$ cat config.mk
export PLATFORM = sky130hd
export DESIGN_NAME = pixel_channel_generator_core
export DESIGN_NICKNAME = d
export VERILOG_FILES = /design/src/rtl/core/pcg_pkg.sv /design/src/rtl/core/pixel_channel_generator_core.sv
export SDC_FILE = /design/constraint.sdc
export NUM_CORES = 2
export LEC_CHECK = 0
export CAP_MARGIN = 20
export CELL_PAD_IN_SITES_DETAIL_PLACEMENT = 0
export CELL_PAD_IN_SITES_GLOBAL_PLACEMENT = 1
export CORE_MARGIN = 2
export CORE_UTILIZATION = 57
export DETAILED_ROUTE_END_ITERATION = 8
export DONT_BUFFER_PORTS = 1
export PLACE_DENSITY_LB_ADDON = 0.25
export SYNTH_ARGS = -nofsm -noshare
export SYNTH_HDL_FRONTEND = slang
export SYNTH_SLANG_ARGS = --single-unit
$ cat constraint.sdc
create_clock -name clk -period 31.6 [get_ports clk]
set_input_delay 3.16 -clock clk [delete_from_list [all_inputs] [get_ports clk]]
set_output_delay 3.16 -clock clk [all_outputs]
set_load 0.05 [all_outputs]
$ cat src/rtl/core/pcg_pkg.sv
// shared types and constants of the pixel channel generator
`timescale 1ns / 1ps

package pcg_pkg;

  // fill mode codes
  typedef enum logic [2:0] {
    MODE_CLEAR = 3'd0,
    MODE_SET   = 3'd1,
    MODE_DIST  = 3'd2,
    MODE_RED   = 3'd3,
    MODE_GREEN = 3'd4,
    MODE_BLUE  = 3'd5
  } mode_t;

  // configuration register indexes
  typedef enum logic [2:0] {
    REG_FILL_MODE     = 3'd0,
    REG_INVERT_OUTPUT = 3'd1,
    REG_REF_RED       = 3'd2,
    REG_REF_GREEN     = 3'd3,
    REG_REF_BLUE      = 3'd4,
    REG_RADIUS_SCALE  = 3'd5
  } cfg_reg_t;

  localparam int unsigned CHAN_W = 8;
  localparam int unsigned DIST_W = 18;   // sum of three squared byte differences
  localparam int unsigned PROD_W = 50;   // 32 bit scale times 18 bit distance
  localparam int unsigned KEY_W  = 16;   // integer part of the scaled distance
  localparam int unsigned ROOT_W = 5;    // root of a 10 bit value
  localparam int unsigned NUM_W  = 12;   // refinement numerator
  localparam int unsigned DIV_W  = 9;    // refinement divisor
  localparam int unsigned QUO_W  = 4;

  localparam logic [31:0] RADIUS_RESET = 32'd4261478400;  // 65025.0 in q16.16
  localparam logic [31:0] SAT_LIMIT    = 32'd4261478400;  // 65025 << 16
  localparam logic [KEY_W-1:0] SMALL_LIMIT = 16'd1024;
  localparam logic [CHAN_W-1:0] CHAN_MAX = 8'd255;

  // floor square root of a 10 bit value, one result bit per step
  function automatic logic [ROOT_W-1:0] isqrt10(input logic [9:0] x);
    logic [ROOT_W-1:0] res;
    logic [ROOT_W-1:0] trial;
    logic [9:0] sq;
    res = '0;
    for (int i = ROOT_W - 1; i >= 0; i--) begin
      trial = res | (ROOT_W'(1) << i);
      sq = 10'(trial) * 10'(trial);
      if (sq <= x) begin
        res = trial;
      end
    end
    return res;
  endfunction

endpackage

$ cat src/rtl/core/pixel_channel_generator_core.sv
// top level of the pixel channel generator: seven stage pipeline
`timescale 1ns / 1ps
//
// usage
//   input channel:  in_valid / in_ready with one rgb pixel word (pix_red, pix_green,
//                   pix_blue); output channel: out_valid / out_ready with one byte
//                   chan_value per pixel, in input order
//   config channel: cfg_valid / cfg_ready (always ready), cfg_index selects the
//                   register, cfg_data carries the value; indexes above five are
//                   dropped. write only while no pixel is in flight
//   pipe: an accepted word moves through stages one to six into the output register
//   throughput: one pixel per clock; the whole pipe advances together, so a stall
//     on the output freezes every stage and in_ready follows out_ready whenever the
//     output register holds a word
//   distance path: squares and sum, 32x18 scale multiply, saturation check and
//     seed root, seed square and numerator, two stages of a 4 bit restoring divide,
//     then final square, downward fix and mode select into the output register
//   reset: rst (synchronous) empties the pipe and loads the register reset values
//     (clear mode, no invert, colour a black, scale 65025.0)
//
module pixel_channel_generator_core (
  input  logic        clk,
  input  logic        rst,
  // pixel input
  input  logic        in_valid,
  output logic        in_ready,
  input  logic [7:0]  pix_red,
  input  logic [7:0]  pix_green,
  input  logic [7:0]  pix_blue,
  // channel output
  output logic        out_valid,
  input  logic        out_ready,
  output logic [7:0]  chan_value,
  // configuration writes
  input  logic        cfg_valid,
  output logic        cfg_ready,
  input  logic [2:0]  cfg_index,
  input  logic [31:0] cfg_data
);

  // configuration registers
  logic [2:0]  fill_mode;
  logic        invert_output;
  logic [7:0]  ref_red;
  logic [7:0]  ref_green;
  logic [7:0]  ref_blue;
  logic [31:0] radius_scale;

  assign cfg_ready = 1'b1;

  always_ff @(posedge clk) begin
    if (rst) begin
      fill_mode     <= pcg_pkg::MODE_CLEAR;
      invert_output <= 1'b0;
      ref_red       <= '0;
      ref_green     <= '0;
      ref_blue      <= '0;
      radius_scale  <= pcg_pkg::RADIUS_RESET;
    end else if (cfg_valid && cfg_ready) begin
      case (cfg_index)
        pcg_pkg::REG_FILL_MODE:     fill_mode     <= cfg_data[2:0];
        pcg_pkg::REG_INVERT_OUTPUT: invert_output <= cfg_data[0];
        pcg_pkg::REG_REF_RED:       ref_red       <= cfg_data[7:0];
        pcg_pkg::REG_REF_GREEN:     ref_green     <= cfg_data[7:0];
        pcg_pkg::REG_REF_BLUE:      ref_blue      <= cfg_data[7:0];
        pcg_pkg::REG_RADIUS_SCALE:  radius_scale  <= cfg_data;
        default: ;
      endcase
    end
  end

  // pipeline advance: every stage moves when the output register is free or taken
  logic adv;
  assign adv      = !out_valid || out_ready;
  assign in_ready = adv;

  // valid bits, one per stage; stage 7 is the output register
  logic v1, v2, v3, v4, v5, v6;

  always_ff @(posedge clk) begin
    if (rst) begin
      v1 <= 1'b0;
      v2 <= 1'b0;
      v3 <= 1'b0;
      v4 <= 1'b0;
      v5 <= 1'b0;
      v6 <= 1'b0;
      out_valid <= 1'b0;
    end else if (adv) begin
      v1 <= in_valid;
      v2 <= v1;
      v3 <= v2;
      v4 <= v3;
      v5 <= v4;
      v6 <= v5;
      out_valid <= v6;
    end
  end

  // stage 1: squared distance to colour a, plus the value of the non-distance modes
  logic [7:0]  dr, dg, db;
  logic [pcg_pkg::DIST_W-1:0] dist_sum;
  logic [7:0]  plain_val;
  logic [pcg_pkg::DIST_W-1:0] s1_dist;
  logic [7:0]  s1_plain;

  always_comb begin
    dr = (pix_red   > ref_red)   ? pix_red   - ref_red   : ref_red   - pix_red;
    dg = (pix_green > ref_green) ? pix_green - ref_green : ref_green - pix_green;
    db = (pix_blue  > ref_blue)  ? pix_blue  - ref_blue  : ref_blue  - pix_blue;
    dist_sum = pcg_pkg::DIST_W'(16'(dr) * 16'(dr)) + pcg_pkg::DIST_W'(16'(dg) * 16'(dg))
             + pcg_pkg::DIST_W'(16'(db) * 16'(db));
    case (fill_mode)
      pcg_pkg::MODE_SET:   plain_val = pcg_pkg::CHAN_MAX;
      pcg_pkg::MODE_RED:   plain_val = pix_red;
      pcg_pkg::MODE_GREEN: plain_val = pix_green;
      pcg_pkg::MODE_BLUE:  plain_val = pix_blue;
      default:             plain_val = '0;
    endcase
  end

  always_ff @(posedge clk) begin
    if (adv) begin
      s1_dist  <= dist_sum;
      s1_plain <= plain_val;
    end
  end

  // stage 2: q16.16 scaling
  logic [pcg_pkg::PROD_W-1:0] s2_prod;
  logic [7:0] s2_plain;

  always_ff @(posedge clk) begin
    if (adv) begin
      s2_prod  <= pcg_pkg::PROD_W'(radius_scale) * pcg_pkg::PROD_W'(s1_dist);
      s2_plain <= s1_plain;
    end
  end

  // stage 3: saturation check, integer part, seed root from a 10 bit slice
  logic sat_c, small_c;
  logic [pcg_pkg::KEY_W-1:0] key_c;
  logic [pcg_pkg::ROOT_W-1:0] root_c;
  logic s3_sat, s3_small;
  logic [pcg_pkg::KEY_W-1:0] s3_key;
  logic [pcg_pkg::ROOT_W-1:0] s3_root;
  logic [7:0] s3_plain;

  always_comb begin
    sat_c   = s2_prod >= pcg_pkg::PROD_W'(pcg_pkg::SAT_LIMIT);
    key_c   = s2_prod[31:16];
    small_c = key_c < pcg_pkg::SMALL_LIMIT;
    root_c  = pcg_pkg::isqrt10(small_c ? key_c[9:0] : key_c[15:6]);
  end

  always_ff @(posedge clk) begin
    if (adv) begin
      s3_sat   <= sat_c;
      s3_small <= small_c;
      s3_key   <= key_c;
      s3_root  <= root_c;
      s3_plain <= s2_plain;
    end
  end

  // stage 4: seed is root*8; numerator k - seed^2, divisor 2*seed
  logic [15:0] seed_sq;
  logic [pcg_pkg::KEY_W-1:0] num_full;
  logic s4_sat, s4_small;
  logic [pcg_pkg::KEY_W-1:0] s4_key;
  logic [pcg_pkg::ROOT_W-1:0] s4_root;
  logic [pcg_pkg::NUM_W-1:0] s4_num;
  logic [pcg_pkg::DIV_W-1:0] s4_div;
  logic [7:0] s4_plain;

  always_comb begin
    seed_sq  = 16'({s3_root, 3'b000}) * 16'({s3_root, 3'b000});
    num_full = s3_key - seed_sq;
  end

  always_ff @(posedge clk) begin
    if (adv) begin
      s4_sat   <= s3_sat;
      s4_small <= s3_small;
      s4_key   <= s3_key;
      s4_root  <= s3_root;
      s4_num   <= num_full[pcg_pkg::NUM_W-1:0];   // bounded by 128*root+63
      s4_div   <= {s3_root, 4'b0000};
      s4_plain <= s3_plain;
    end
  end

  // stage 5: quotient bits 3 and 2
  logic [12:0] rem5_a, rem5_b, t5_3, t5_2;
  logic [1:0]  q5_c;
  logic s5_sat, s5_small;
  logic [pcg_pkg::KEY_W-1:0] s5_key;
  logic [pcg_pkg::ROOT_W-1:0] s5_root;
  logic [pcg_pkg::NUM_W-1:0] s5_rem;
  logic [pcg_pkg::DIV_W-1:0] s5_div;
  logic [1:0] s5_q;
  logic [7:0] s5_plain;

  always_comb begin
    t5_3   = 13'(s4_div) << 3;
    t5_2   = 13'(s4_div) << 2;
    rem5_a = 13'(s4_num);
    q5_c[1] = rem5_a >= t5_3;
    if (q5_c[1]) begin
      rem5_a = rem5_a - t5_3;
    end
    rem5_b = rem5_a;
    q5_c[0] = rem5_b >= t5_2;
    if (q5_c[0]) begin
      rem5_b = rem5_b - t5_2;
    end
  end

  always_ff @(posedge clk) begin
    if (adv) begin
      s5_sat   <= s4_sat;
      s5_small <= s4_small;
      s5_key   <= s4_key;
      s5_root  <= s4_root;
      s5_rem   <= rem5_b[pcg_pkg::NUM_W-1:0];
      s5_div   <= s4_div;
      s5_q     <= q5_c;
      s5_plain <= s4_plain;
    end
  end

  // stage 6: quotient bits 1 and 0
  logic [12:0] rem6_a, rem6_b, t6_1, t6_0;
  logic [1:0]  q6_c;
  logic s6_sat, s6_small;
  logic [pcg_pkg::KEY_W-1:0] s6_key;
  logic [pcg_pkg::ROOT_W-1:0] s6_root;
  logic [pcg_pkg::NUM_W-1:0] s6_rem;
  logic [pcg_pkg::DIV_W-1:0] s6_div;
  logic [pcg_pkg::QUO_W-1:0] s6_q;
  logic [7:0] s6_plain;

  always_comb begin
    t6_1   = 13'(s5_div) << 1;
    t6_0   = 13'(s5_div);
    rem6_a = 13'(s5_rem);
    q6_c[1] = rem6_a >= t6_1;
    if (q6_c[1]) begin
      rem6_a = rem6_a - t6_1;
    end
    rem6_b = rem6_a;
    q6_c[0] = rem6_b >= t6_0;
    if (q6_c[0]) begin
      rem6_b = rem6_b - t6_0;
    end
  end

  always_ff @(posedge clk) begin
    if (adv) begin
      s6_sat   <= s5_sat;
      s6_small <= s5_small;
      s6_key   <= s5_key;
      s6_root  <= s5_root;
      s6_rem   <= rem6_b[pcg_pkg::NUM_W-1:0];
      s6_div   <= s5_div;
      s6_q     <= {s5_q, q6_c};
      s6_plain <= s5_plain;
    end
  end

  // stage 7: refined root, step down when its square overshoots, mode select and invert
  logic [8:0]  root_ref;
  logic [17:0] root_sq;
  logic [8:0]  root_fix;
  logic [7:0]  root_out;
  logic [7:0]  dist_val;
  logic [7:0]  val_sel;
  logic [7:0]  chan_value_next;

  always_comb begin
    root_ref = {1'b0, s6_root, 3'b000} + 9'(s6_q);
    root_sq  = 18'(root_ref) * 18'(root_ref);
    root_fix = root_ref - 9'(root_sq > 18'(s6_key));
    if (s6_sat) begin
      root_out = pcg_pkg::CHAN_MAX;
    end else if (s6_small) begin
      root_out = 8'(s6_root);
    end else begin
      root_out = root_fix[7:0];
    end
    dist_val = ~root_out;
    val_sel  = (fill_mode == pcg_pkg::MODE_DIST) ? dist_val : s6_plain;
    chan_value_next = invert_output ? ~val_sel : val_sel;
  end

  always_ff @(posedge clk) begin
    if (adv) begin
      chan_value <= chan_value_next;
    end
  end

  // refinement checks on the distance path
  a_rem_below_div: assert property (@(posedge clk) disable iff (rst)
    (v6 && !s6_sat && !s6_small) |-> (13'(s6_rem) < 13'(s6_div)))
    else $error("refinement remainder not below divisor");

  a_quo_bound: assert property (@(posedge clk) disable iff (rst)
    (v6 && !s6_sat && !s6_small) |-> (s6_q <= 4'd8))
    else $error("refinement quotient above eight");

  a_root_fits: assert property (@(posedge clk) disable iff (rst)
    (v6 && !s6_sat && !s6_small) |-> (root_fix <= 9'd255))
    else $error("corrected root exceeds a byte");

  a_out_from_pipe: assert property (@(posedge clk) disable iff (rst)
    $rose(out_valid) |-> $past(v6))
    else $error("output word without a stage six word");

endmodule

## Word-level counts from Yosys, hierarchy flattened

Cells that the tools add are included.

- Register bits: 313
- RAM bits: 0
- Memory bits (read-only): 0
- Memories kept: 0
- Bits in latches: 0
- Word-level logic and storage cells: 119
- Input bits: 64

- Mux-type cells: 16
- $lt $le $gt $ge: 15
- Add/subtract/negate cells: 14
- Equality and inequality tests: 10
- Divide/modulo/power cells: 0
- Reductions and logical operators: 9
- Shift-type cells: 0
- Bitwise gates (word level): 2
- Multiply operators: 10

Operators by type and width:

| operator | count |
|---|---|
| $mux 8 | 7 |
| $ge 50x32->1 const B | 1 |
| $mul 32x18->50 | 1 |
| $mul 8x8->16 | 3 |
| $sub 8x8->8 | 6 |
| $le 10x10->1 | 4 |
| $mul 5x5->10 | 4 |
| $pmux 8 s4 | 1 |
| $mux 13 | 2 |
| $gt 8x8->1 | 3 |
| $add 17x16->18 | 1 |
| $gt 18x16->1 | 1 |
| $mul 9x9->18 | 1 |
| $add 16x16->17 | 1 |
| $lt 16x11->1 const B | 1 |
| $not 8->8 | 2 |
| $ge 13x11->1 | 1 |
| $ge 13x9->1 | 1 |
| $sub 12x10->13 | 1 |
| $sub 12x12->13 | 1 |
| $eq 3x2->1 const B | 4 |
| $eq 3x3->1 const B | 4 |
| $ge 12x10->1 | 1 |
| $ge 12x12->1 | 1 |
| other kinds (17) | 23 |

## Logic depth before layout (Yosys ltp)

- Word-level depth: 15
- Depth in mapped cells: 50

## Least setup slack after synthesis

No wires, ideal clock.

- Kind: input port to output port
- Start point: in out_ready
- End point: out in_ready
- Stages: 2
- Data required time: 28.440 ns
- Data arrival time: 9.807 ns
- Slack: 18.633 ns
- Path buffers: 1
- Path through: nand2b_1 > clkbuf_1

- Cells in the longest elaborated chain, start to end: 1

RTL lines:

| what | line | text |
|---|---|---|
| from (decl) | pixel_channel_generator_core.sv:32 | `input logic out_ready,` |
| $logic_or 1x1->1 | pixel_channel_generator_core.sv:74 | `assign adv = !out_valid \|\| out_ready;` |
| to (decl) | pixel_channel_generator_core.sv:26 | `output logic in_ready,` |

Every way passes these cells.

## Final worst setup path

- Start point: reg s2_prod[28] (netlist bit)
- End point: reg s3_root[0] (netlist bit), data pin

- Cells in the longest elaborated chain, start to end: 15

RTL lines:

| what | line | text |
|---|---|---|
| from (decl) | pixel_channel_generator_core.sv:130 | `logic [pcg_pkg::PROD_W-1:0] s2_prod;` |
| from (signal assigned) | pixel_channel_generator_core.sv:135 | `s2_prod <= pcg_pkg::PROD_W'(radius_scale) * pcg_pkg::PROD_W'(s1_dist);` |
| $lt 16x11->1 (*) | pixel_channel_generator_core.sv:152 | `small_c = key_c < pcg_pkg::SMALL_LIMIT;` |
| via small_c | pixel_channel_generator_core.sv:141 | `logic sat_c, small_c;` |
| $mux 10 (*) | pixel_channel_generator_core.sv:153 | `root_c = pcg_pkg::isqrt10(small_c ? key_c[9:0] : key_c[15:6]);` |
| $le 9x10->1 | pcg_pkg.sv:49 | `if (sq <= x) begin` |
| $mux 5 | pcg_pkg.sv:49 |  |
| $mul 5x5->10 | pcg_pkg.sv:48 | `sq = 10'(trial) * 10'(trial);` |
| $le 10x10->1 (*) | pcg_pkg.sv:49 |  |
| $mux 4 (*) | pcg_pkg.sv:49 |  |
| via root_c, one bit | pixel_channel_generator_core.sv:143 | `logic [pcg_pkg::ROOT_W-1:0] root_c;` |
| (+2 left out) | - |  |
| $mux 3 (*) | pcg_pkg.sv:49 |  |
| via root_c, one bit | pixel_channel_generator_core.sv:143 |  |
| $mul 5x5->10 (*) | pcg_pkg.sv:48 |  |
| $le 10x10->1 (*) | pcg_pkg.sv:49 |  |
| $mux 2 (*) | pcg_pkg.sv:49 |  |
| via root_c, one bit | pixel_channel_generator_core.sv:143 |  |
| $mul 5x5->10 (*) | pcg_pkg.sv:48 |  |
| $le 10x10->1 (*) | pcg_pkg.sv:49 |  |
| to (signal assigned) | pixel_channel_generator_core.sv:161 | `s3_root <= root_c;` |
| to (decl) | pixel_channel_generator_core.sv:146 | `logic [pcg_pkg::ROOT_W-1:0] s3_root;` |

Mark *: on every way through the listed nets, which the timed path passes. The rest lies on a longest branch.
A chain may end at the register's enable or synchronous reset.

==> results.tsv <==
stage	metric	value	unit
logic_synthesis	syn_inst	4063	
global_route	met1_usage	36.4	%
cts	clock_path_buffers	3	
sta	hold_viol_final	0	
sta	relSlewSlack	26.8	%
logic_synthesis	synth-edff-count	218	
routing	drt_pass1_iterations	5	
global_route	use_met2	45.7	%
logic_synthesis	synth_common_cells	inv_1, fa_1, nand2_1, ha_1, edfxtp_1	
logic_synthesis	ys_warn_count	0	
worst_setup_path	cp-end-kind	flop	
sta	clock-skew-final	0.0223	ns
cts	clock_sinks	285	
sta	tns	0	ns
sta	slew_viol_final	0	
logic_synthesis	synth_nets	5162	
layout	fin_nets	5081	
global_route	grt_overflow	0	
sta	rsz0062_at_grt	false	
global_route	grt.total_usage	26.8	%
job	drv_cap	0	
cts	cts_resized	0	
cts	root_buffer	clkbuf_16	
cts	cts-buffers-inserted	31	
sta	setup_viol	0	
logic_synthesis	synthesis.area	39000	um2
floorplanning	rows	95	
logic_synthesis	avgSynthCellArea	9.61	um2
placement	gp_congestion	0.894	
floorplanning	core-area	67500	um2
routing	postRouteAntennaNets	0	
routing	vias	26594	
routing	avgRoutedWirePerCell	18.3	um
worst_setup_path	worstPathRequired	32.04	ns
cts	postCtsSetupBuffers	0	
cts	path_clk_slew	0.06	ns
routing	wl	89.5	mm
worst_hold_path	hold_class	flop to flop	
logic_synthesis	ys_async_sr_fraction	0	%
logic_synthesis	ys.flop_type	edfxtp_1	
worst_setup_path	slowest_delay	0.56	ns
logic_synthesis	yosysMostFrequentCell	inv_1	
global_route	antenna_found_initial	5	
floorplanning	die_height	266	um
placement	hpwlAfterDp	70.1	mm
cts	cts_tree	yes	
sta	post-route-period-util	37.0	%
worst_setup_path	cp_common_cell	ha_1	
logic_synthesis	synth_seq_cells	285	
logic_synthesis	yosysUniqueCellTypes	79	
cts	htreeDepth	1	
worst_hold_path	hold_depth	0	
floorplanning	die-area	70600	um2
sta	max_freq	85.6	MHz
placement	io_buffer_count	0	
logic_synthesis	seq_area_frac_synth	20.2	%
global_route	grt_pass1_wl	149	mm
routing	drcViolationCount	0	
logic_synthesis	yosysTopAreaCell	fa_1	
layout	final_layout_size_suffix_gt1_share	3.74	%
global_route	grt_pass1_vias	28226	
worst_setup_path	path_class	flop to flop	
routing	drt_iter0_markers	1580	
layout	syn2layout_area_growth	4.91	%
floorplanning	ios	75	
floorplanning	die_w	266	um
global_route	grt.met3_usage	4.33	%
cts	clock_latency	0.61	ns
worst_setup_path	worstRegToRegCells	48	
sta	tightestPinTransition	1.09	ns
logic_synthesis	synth.area.top_cells	fa_1, edfxtp_1, ha_1, inv_1, nand2_1	
floorplanning	start_util	57.8	%
worst_setup_path	cp_slowest_cell	or4_1	
worst_setup_path	cp_data_arrival_time	12.13	ns
cts	postCtsHoldBufs	0	
global_route	top_usage_layer	met2	
global_route	grt_max_degree	87	
outcome	status	complete, no violations	
worst_setup_path	cp-start-kind	flop	
layout	nFillCells	5949	
routing	via_per_inst	5.45	
worst_setup_path	cp_max_fo	14	
logic_synthesis	yosys.area.top_type_share	34.0	%
sta	min_period	11.69	ns
-- metrics by stage --
step,instances,area [um2],util (%),hold WS (ns),worst slack (ns)
detailed placement,4820,39900,59.1,0.405,19.63
global placement,4820,39900,59.1,0.401,19.69
finish,4884,41000,60.7,0.417,19.91
global route,4884,41000,60.7,0.422,19.12
CTS,4878,40900,60.6,0.418,19.91
floorplan,4063,39000,-,0.400,18.63
-- cells by family (layout without fill, tap and decap cells) --
group                    after synthesis  count (layout)  synth area share [%]
flip-flops                           285             285                  20.2
AND/OR/NAND/NOR                     1158            1158                  13.5
buffers and inverters               1003             947                  9.70
other                                  2               6                0.0192
adder cells (fa/ha/maj)             1035            1035                  45.9
AO/OA/AOI/OAI                        400             400                  6.44
XOR/XNOR                             136             136                  3.09
multiplexers                          44              44                  1.16
-- worst max-delay path, delay by kind of cell (launching register included) --
family | cells | cell delay, ns
AO/OA/AOI/OAI | 15 | 2.83
XOR/XNOR | 2 | 0.28
adder cells (fa/ha/maj) | 14 | 4.69
buffers and inverters | 7 | 0.74
flip-flops | 1 | 0.44
AND/OR/NAND/NOR | 10 | 2.56
-- path summary, 6_finish.rpt --
path | start | to | slack [ns]
max reg2reg | s2_prod[28]$_DFFE_PP_ | s3_root[0]$_SDFFCE_PP1P_ | 19.91
min | s3_plain[3]$_DFFE_PP_ | s4_plain[3]$_DFFE_PP_ | 0.42
max | s2_prod[28]$_DFFE_PP_ | s3_root[0]$_SDFFCE_PP1P_ | 19.91
min reg2reg | s3_plain[3]$_DFFE_PP_ | s4_plain[3]$_DFFE_PP_ | 0.42
-- flip-flops by register name (all words and copies together), names as in the netlist, 6 cells and up --
signal        flops
s4_plain          8
s4_num            6
s6_plain          8
ref_green         8
chan_value        8
s5_key           16
s3_key           16
s5_plain          8
s1_dist          18
s5_rem            6
s3_plain          8
ref_blue          8
radius_scale     32
s6_key           16
ref_red           8
s4_key           16
s2_prod          34
s1_plain          8
s2_plain          8
-- metal layers --
metal	share of wire, %	wire length [um]
met1	43	38800
met3	6.2	5510
met4	2.0	1780
met2	49	43400
met5	0.013	12
-- cell usage in the layout, fill, tap and decap left out, types with 21 or more instances in the layout --
cell type,netlist,layout
a21o_1,52,52
a21oi_1,170,170
and2_1,166,166
buf_4,2,54
clkbuf_16,0,32
dfxtp_1,67,67
edfxtp_1,218,218
fa_1,663,663
ha_1,372,372
inv_1,832,832
mux2i_1,35,35
nand2_1,641,641
nand2b_1,28,27
nand3_1,24,24
nor2_1,158,158
nor2b_1,27,27
o21ai_0,58,58
o21bai_1,21,21
xnor2_1,87,87
xor2_1,47,47
-- layout make-up --
class | instances | area [um2] | area share [%]
clock inverter | 14 | 163 | 0.397
sequential | 285 | 7890 | 19.3
tap | 873 | 1090 | 2.67
inverter | 835 | 3140 | 7.66
multi-input combinational | 2775 | 27400 | 66.8
antenna | 4 | 10.0 | 0.0244
timing repair buffer | 54 | 405 | 0.990
clock buffer | 44 | 886 | 2.16
Power is not shown: default switching activity piles up to over one toggle a cycle in this logic, so the estimate is an artifact.
